===== src/hw/rtl/lolm_pkg.sv =====
// Shared types and constants for the linked order list mover.
// Holds the transfer payload structs, request and status codes, and the
// command and status groups that join the controller and the datapath.
`timescale 1ns / 1ps

package lolm_pkg;

    localparam int NODE_W   = 11;
    localparam int REQ_W    = 2;
    localparam int STATUS_W = 2;

    localparam logic [NODE_W-1:0] COUNT_RESET = 11'd1024;

    typedef enum logic [REQ_W-1:0] {
        REQ_BEFORE = 2'd0,
        REQ_AFTER  = 2'd1,
        REQ_CHECK  = 2'd2,
        REQ_INIT   = 2'd3
    } req_t;

    typedef enum logic [STATUS_W-1:0] {
        ST_MOVED    = 2'd0,
        ST_IN_PLACE = 2'd1,
        ST_BAD      = 2'd2,
        ST_DONE     = 2'd3
    } status_t;

    typedef struct packed {
        logic [REQ_W-1:0]  req_type;
        logic [NODE_W-1:0] node_x;
        logic [NODE_W-1:0] node_y;
    } in_item_t;

    typedef struct packed {
        logic [STATUS_W-1:0] status;
        logic                in_order;
    } out_item_t;

    // Datapath operations issued by the controller, one per cycle.
    typedef enum logic [3:0] {
        OP_NONE    = 4'd0,
        OP_LOAD    = 4'd1,
        OP_RD_Y    = 4'd2,
        OP_RD_X    = 4'd3,
        OP_UNLINK  = 4'd4,
        OP_RD_PY   = 4'd5,
        OP_RD_NT   = 4'd6,
        OP_LINK_X  = 4'd7,
        OP_LINK_T  = 4'd8,
        OP_INIT_WR = 4'd9,
        OP_CHK_RD  = 4'd10,
        OP_OUT     = 4'd11
    } dp_op_t;

    typedef struct packed {
        dp_op_t  op;
        status_t status;
    } cmd_t;

    typedef struct packed {
        req_t req;
        logic bad;
        logic same;
        logic in_place;
        logic init_last;
        logic chk_last;
        logic out_full;
    } sts_t;

endpackage


===== src/hw/rtl/lolm_ctrl.sv =====
// Controller of the linked order list mover: sequences the link table
// accesses of each request and issues one datapath command per cycle.
// Depends on lolm_pkg.
`timescale 1ns / 1ps

module lolm_ctrl
    import lolm_pkg::*;
(
    input  logic clk,
    input  logic rst_n,
    input  logic in_valid,
    output logic in_stall,
    input  sts_t sts,
    output cmd_t cmd
);

    typedef enum logic [12:0] {
        S_IDLE    = 13'b0000000000001,
        S_DECODE  = 13'b0000000000010,
        S_RD_Y    = 13'b0000000000100,
        S_TEST    = 13'b0000000001000,
        S_UNLINK  = 13'b0000000010000,
        S_RD_PY   = 13'b0000000100000,
        S_RD_NT   = 13'b0000001000000,
        S_LINK_X  = 13'b0000010000000,
        S_LINK_T  = 13'b0000100000000,
        S_INIT    = 13'b0001000000000,
        S_CHECK   = 13'b0010000000000,
        S_CHK_END = 13'b0100000000000,
        S_DONE    = 13'b1000000000000
    } state_t;

    state_t  state_reg;
    state_t  state_next;
    status_t status_reg;
    status_t status_next;

    always_comb
    begin
        state_next  = state_reg;
        status_next = status_reg;
        cmd.op      = OP_NONE;
        cmd.status  = status_reg;
        unique case (state_reg)
            S_IDLE:
            begin
                if (in_valid)
                begin
                    cmd.op     = OP_LOAD;
                    state_next = S_DECODE;
                end
            end
            S_DECODE:
            begin
                priority if (sts.req == REQ_INIT)
                begin
                    status_next = ST_DONE;
                    state_next  = S_INIT;
                end
                else if (sts.req == REQ_CHECK)
                begin
                    status_next = ST_DONE;
                    state_next  = S_CHECK;
                end
                else if (sts.bad)
                begin
                    status_next = ST_BAD;
                    state_next  = S_DONE;
                end
                else if (sts.same)
                begin
                    status_next = ST_IN_PLACE;
                    state_next  = S_DONE;
                end
                else
                begin
                    status_next = ST_MOVED;
                    state_next  = S_RD_Y;
                end
            end
            S_RD_Y:
            begin
                cmd.op     = OP_RD_Y;
                state_next = S_TEST;
            end
            S_TEST:
            begin
                if (sts.in_place)
                begin
                    status_next = ST_IN_PLACE;
                    state_next  = S_DONE;
                end
                else
                begin
                    cmd.op     = OP_RD_X;
                    state_next = S_UNLINK;
                end
            end
            S_UNLINK:
            begin
                cmd.op     = OP_UNLINK;
                state_next = S_RD_PY;
            end
            S_RD_PY:
            begin
                cmd.op     = OP_RD_PY;
                state_next = S_RD_NT;
            end
            S_RD_NT:
            begin
                cmd.op     = OP_RD_NT;
                state_next = S_LINK_X;
            end
            S_LINK_X:
            begin
                cmd.op     = OP_LINK_X;
                state_next = S_LINK_T;
            end
            S_LINK_T:
            begin
                cmd.op     = OP_LINK_T;
                state_next = S_DONE;
            end
            S_INIT:
            begin
                cmd.op = OP_INIT_WR;
                if (sts.init_last)
                begin
                    state_next = S_DONE;
                end
            end
            S_CHECK:
            begin
                cmd.op = OP_CHK_RD;
                if (sts.chk_last)
                begin
                    state_next = S_CHK_END;
                end
            end
            S_CHK_END:
            begin
                state_next = S_DONE;
            end
            S_DONE:
            begin
                if (!sts.out_full)
                begin
                    cmd.op     = OP_OUT;
                    state_next = S_IDLE;
                end
            end
            default:
            begin
                state_next = S_IDLE;
            end
        endcase
    end

    always_ff @(posedge clk or negedge rst_n)
    begin
        if (!rst_n)
        begin
            state_reg  <= S_IDLE;
            status_reg <= ST_DONE;
        end
        else
        begin
            state_reg  <= state_next;
            status_reg <= status_next;
        end
    end

    assign in_stall = (state_reg != S_IDLE);

endmodule


===== config.mk =====
export PLATFORM = sky130hd
export DESIGN_NAME = lolm_ctrl
export DESIGN_NICKNAME = d
export VERILOG_FILES = /design/src/hw/rtl/lolm_pkg.sv /design/src/hw/rtl/lolm_ctrl.sv
export SDC_FILE = /design/constraint.sdc
export NUM_CORES = 1
export LEC_CHECK = 0
export BUFFER_PORTS_ARGS = -buffer_cell sky130_fd_sc_hd__buf_4
export CAP_MARGIN = 20
export CORE_MARGIN = 10
export CORE_UTILIZATION = 23
export CTS_CLUSTER_DIAMETER = 200
export DETAILED_ROUTE_END_ITERATION = 10
export HOLD_SLACK_MARGIN = 0.1
export PLACE_DENSITY_LB_ADDON = 0.12
export SLEW_MARGIN = 15
export SYNTH_ARGS = -nofsm -noshare
export SYNTH_HDL_FRONTEND = slang
export SYNTH_SLANG_ARGS = --single-unit
export TNS_END_PERCENT = 1

===== constraint.sdc =====
create_clock -name clk -period 2 [get_ports clk]
set_input_delay 0.1 -clock clk [delete_from_list [all_inputs] [get_ports clk]]
set_output_delay 0.1 -clock clk [all_outputs]
set_load 0.005 [all_outputs]

# Yosys cells after proc, flatten, opt, wreduce, memory -nomap -nowiden
# Cells that the tools add are included.
[word_totals] register_bits=15 input_bits=11 output_inout_bits=7 word_cells=47
[classes] eq_ne=21 mux=20 n_reduce_logical=4
[op_table] cell="$pmux 13 s12" n=1
[op_table] cell="$mux 13" n=9
[op_table] cell="$pmux 4 s11" n=1
[op_table] cell="$eq 13x1->1 const B" n=1
[op_table] cell="$eq 13x10->1 const B" n=1
[op_table] cell="$eq 13x11->1 const B" n=1
[op_table] cell="$eq 13x12->1 const B" n=1
[op_table] cell="$eq 13x13->1 const B" n=1
[op_table] cell="$eq 13x2->1 const B" n=1
[op_table] cell="$eq 13x3->1 const B" n=1
[op_table] cell="$eq 13x4->1 const B" n=1
[op_table] cell="$eq 13x5->1 const B" n=1
[op_table] cell="$eq 13x6->1 const B" n=1
[op_table] cell="$eq 13x7->1 const B" n=1
[op_table] cell="$eq 13x8->1 const B" n=1
[op_table] cell="$eq 13x9->1 const B" n=1
[op_table] cell="$ne 13x1->1 const B" n=1
[op_table] cell="$mux 2" n=5
[op_table] cell="$ne 2x2->1 const B" n=5
[op_table] cell="$eq 2x2->1 const B" n=2
[op_table] cell="$mux 4" n=1
[op_table] cell="$pmux 2 s2" n=1
[op_table] cell="$reduce_and 4->1" n=1
[op_table] cell="$mux 1" n=2
[op_table] cell="other kinds (3)" n=3

# Longest topological paths before layout
[logic_depth] word_depth=5 ltp_mapped=6 mapped_depth_nobuf=5

# Worst setup path after synthesis
# No wires, ideal clock.
[synth_timing] path_type="register to output" start="reg state_reg[2]" end="out cmd[2] in the netlist's numbering" t_arrival_ns=1.615 required_ns=1.900 slack_ns=0.285 stages_incl_launch_ff=7 n_path_buf=1 cell_sequence="dfrtp_1 -> buf_6 -> nor4_4 -> nand3_2 -> or3_4 -> nor3b_4 -> or3b_1"
[synth_rtl] item="from (decl)" line_no="lolm_ctrl.sv:33" rtl="state_t state_reg;"
[synth_rtl] item="from (signal assigned)" line_no="lolm_ctrl.sv:168" rtl="state_reg <= state_next;"
[synth_rtl] item="to (decl)" line_no="lolm_ctrl.sv:14" rtl="output cmd_t cmd"

==> impl_metrics.ini <==
[detailed_routing]
viasPerCell = 4.81
routed_wl_um = 3520
wl_per_cell_um = 14.9
dr.pass1.iters = 4
first_iter_violations = 69
postRouteAntennaNets = 0
vias = 1135
drc = 0

[clocking]
path_clk_slew_ns = 0.07
cts_buffers = 3
h-tree-depth = 1
cts_tree = done
cts_root_buffer = clkbuf_8
cts.sinks = 15
clock_latency_ns = 0.25
clock_tree.buffer_depth = 2

[place]
post_dp_cell_area_um2 = 1400
place_inst = 220
gp_congestion = 0.786
io_buffers = 17
place_ws_ns = 0.157
dp_hpwl_um = 2640

[layout]
drive_gt1_frac = 0.343
fill_cells = 516
design_area_um2 = 1550
n_antenna_cell = 0
fin_nets = 181
layout.cells.non_filler = 236
largest_register_ffs = 13
most-common-layout-cells = buf_4, nor2_1, o21ai_0
synthToLayoutAreaGrowth_pct = 37.6
mostFrequentLayoutCell = buf_4

[floorplan]
die-height_um = 89.9
fp.dieW_um = 89.9
std_cell_rows = 25
start_util = 0.238
num_io_pins = 18
die_area_um2 = 8090
core-area_um2 = 4720

[synth]
syn_nets = 142
yosys_warnings = 0
async_reset_ff_frac = 1.00
synth-edff-count = 0
synth_cells = 131
ys_seq_elements = 15
ys.flop_type = dfrtp_1
synth.distinct_cells = 43
yosysSeqAreaShare = 0.337
synth_top_area_frac = 0.267
synth_area_um2 = 1120
synth_top_area_cell = dfrtp_1
synthTopCellsByArea = dfrtp_1, dfstp_2, o21ai_0
avgSynthCellArea_um2 = 8.59

[critical_path]
critical-path-max-stage-delay_ns = 0.58
cp.required_ns = 1.90
endpoint_kind = primary output
worstPathArrival_ns = 1.91
start_kind = flop
path_class = flop to primary output
critPathMaxFanout = 3
cp_slowest_cell = dfstp_2
path_cells = nor4_4 > and2_2 > nor3b_1 > o21ai_1 > or3b_1 > buf_4

[grt]
track_usage = 0.0884
grt_use_met2 = 0.141
use_met1 = 0.115
met3_usage = 0.0249
grt_pass1_vias = 1178
grt_overflow = 0
antenna_found_initial = 0
grt_pass1_wl_um = 6010
grt-busiest-layer = met2
grt_max_degree = 16

[timing]
hold_viol = 0
whs_ns = 0.122
max_freq_mhz = 498
fin_ws_ns = -0.00802
rsz0062_at_grt = yes
tightest_slew_ns = 0.364
skew_ns = 0.00281
fin_crit_ns = 2.01
post-route-period-util = 1.00
slew_viol_final = 0
slew_headroom = 0.756
setup_violations = 1

[pwr]
clock_power_share = 0.163
power_frac_seq = 0.274
ir_drop_v = 0.000419
power_frac_comb = 0.563
switching_share = 0.385
finalPower_w = 0.00159
leakagePower_nw = 0.706
p_int_w = 0.000976
switchingPower_w = 0.000612
p_per_area_nw_per_um2 = 1030

[job]
drv_cap = 0

[status]
status = finished, violations left
violations = setup timing

[hold_path]
hold_class = input port to flop
## logic make-up after synthesis
group | share of synthesized area
AO/OA/AOI/OAI | 0.178
buffers and inverters | 0.0712
XOR/XNOR | 0.0467
flip-flops | 0.337
AND/OR/NAND/NOR | 0.367
## stage by stage
stage           util   TNS, ns
2_1_floorplan      -         0
3_3_place_gp   0.295         0
3_5_place_dp   0.295         0
4_1_cts        0.327         0
5_1_grt        0.328    -0.109
6_report       0.328  -0.00802
## what timing repair did
item                       in CTS  in global routing
pin swaps                       3                  0
setup endpoints to repair       2                  2
hold buffers                    6                  0
setup buffers                   6                  0
gates resized for setup         1                  1
hold endpoints to repair       18                  0
## final timing paths
| kind | from | to | slack [ns] | depth (start not counted) |
|---|---|---|---|---|
| min in group asynchronous | rst_n | state_reg[6] | 0.25 | 2 |
| min | sts[2] | state_reg[9] | 0.12 | 4 |
| max in group asynchronous | rst_n | state_reg[0] | 1.50 | 2 |
| max | state_reg[0] | cmd[2] | -0.008 | 6 |
| max reg2reg | state_reg[7] | status_reg[0] | 0.26 | 5 |
| min reg2reg | status_reg[1] | status_reg[1] | 0.49 | 2 |
## layer usage
metal / up-vias / routed length, µm
li1: 551 / -
met4: 0 / 28
met2: 34 / 1610
met5: - / 0
met1: 546 / 1730
met3: 4 / 150
## area by class of cell
type	instances	area [µm²]	share of cell area
Inverter	5	18.8	0.0121
Tap cell	67	83.8	0.0542
Timing Repair Buffer	45	353	0.228
Clock buffer	3	41.3	0.0267
Clock inverter	1	5.00	0.00323
Sequential cell	15	380	0.246
Multi-Input combinational cell	100	666	0.430
## cells in the mapped netlist, types with 3 or more instances
cell type / instances
nand3b_1: 3
nand3_1: 7
o2111ai_1: 3
nor3_1: 6
nor2_1: 12
o21ai_0: 13
dfstp_2: 3
dfrtp_1: 12
xor2_1: 5
nor3b_1: 5
nand2_1: 10
buf_2: 7
inv_1: 5
## power by group through the flow
stage	clock network (W)	logic (W)	registers, W
floorplan	0	0.000498	0.000403
global placement	0	0.000814	0.000449
detailed placement	0	0.000809	0.000449
CTS	0.000269	0.000893	0.000432
global route	0.000280	0.000990	0.000445
finish	0.000259	0.000893	0.000435
## worst max-delay path: cells and delay by family (launching register included)
family,cells,cell delay (ns)
flip-flops,1,0.58
AO/OA/AOI/OAI,1,0.15
AND/OR/NAND/NOR,4,0.79
buffers and inverters,1,0.14
No activity file was read; power rests on OpenSTA's default activity.
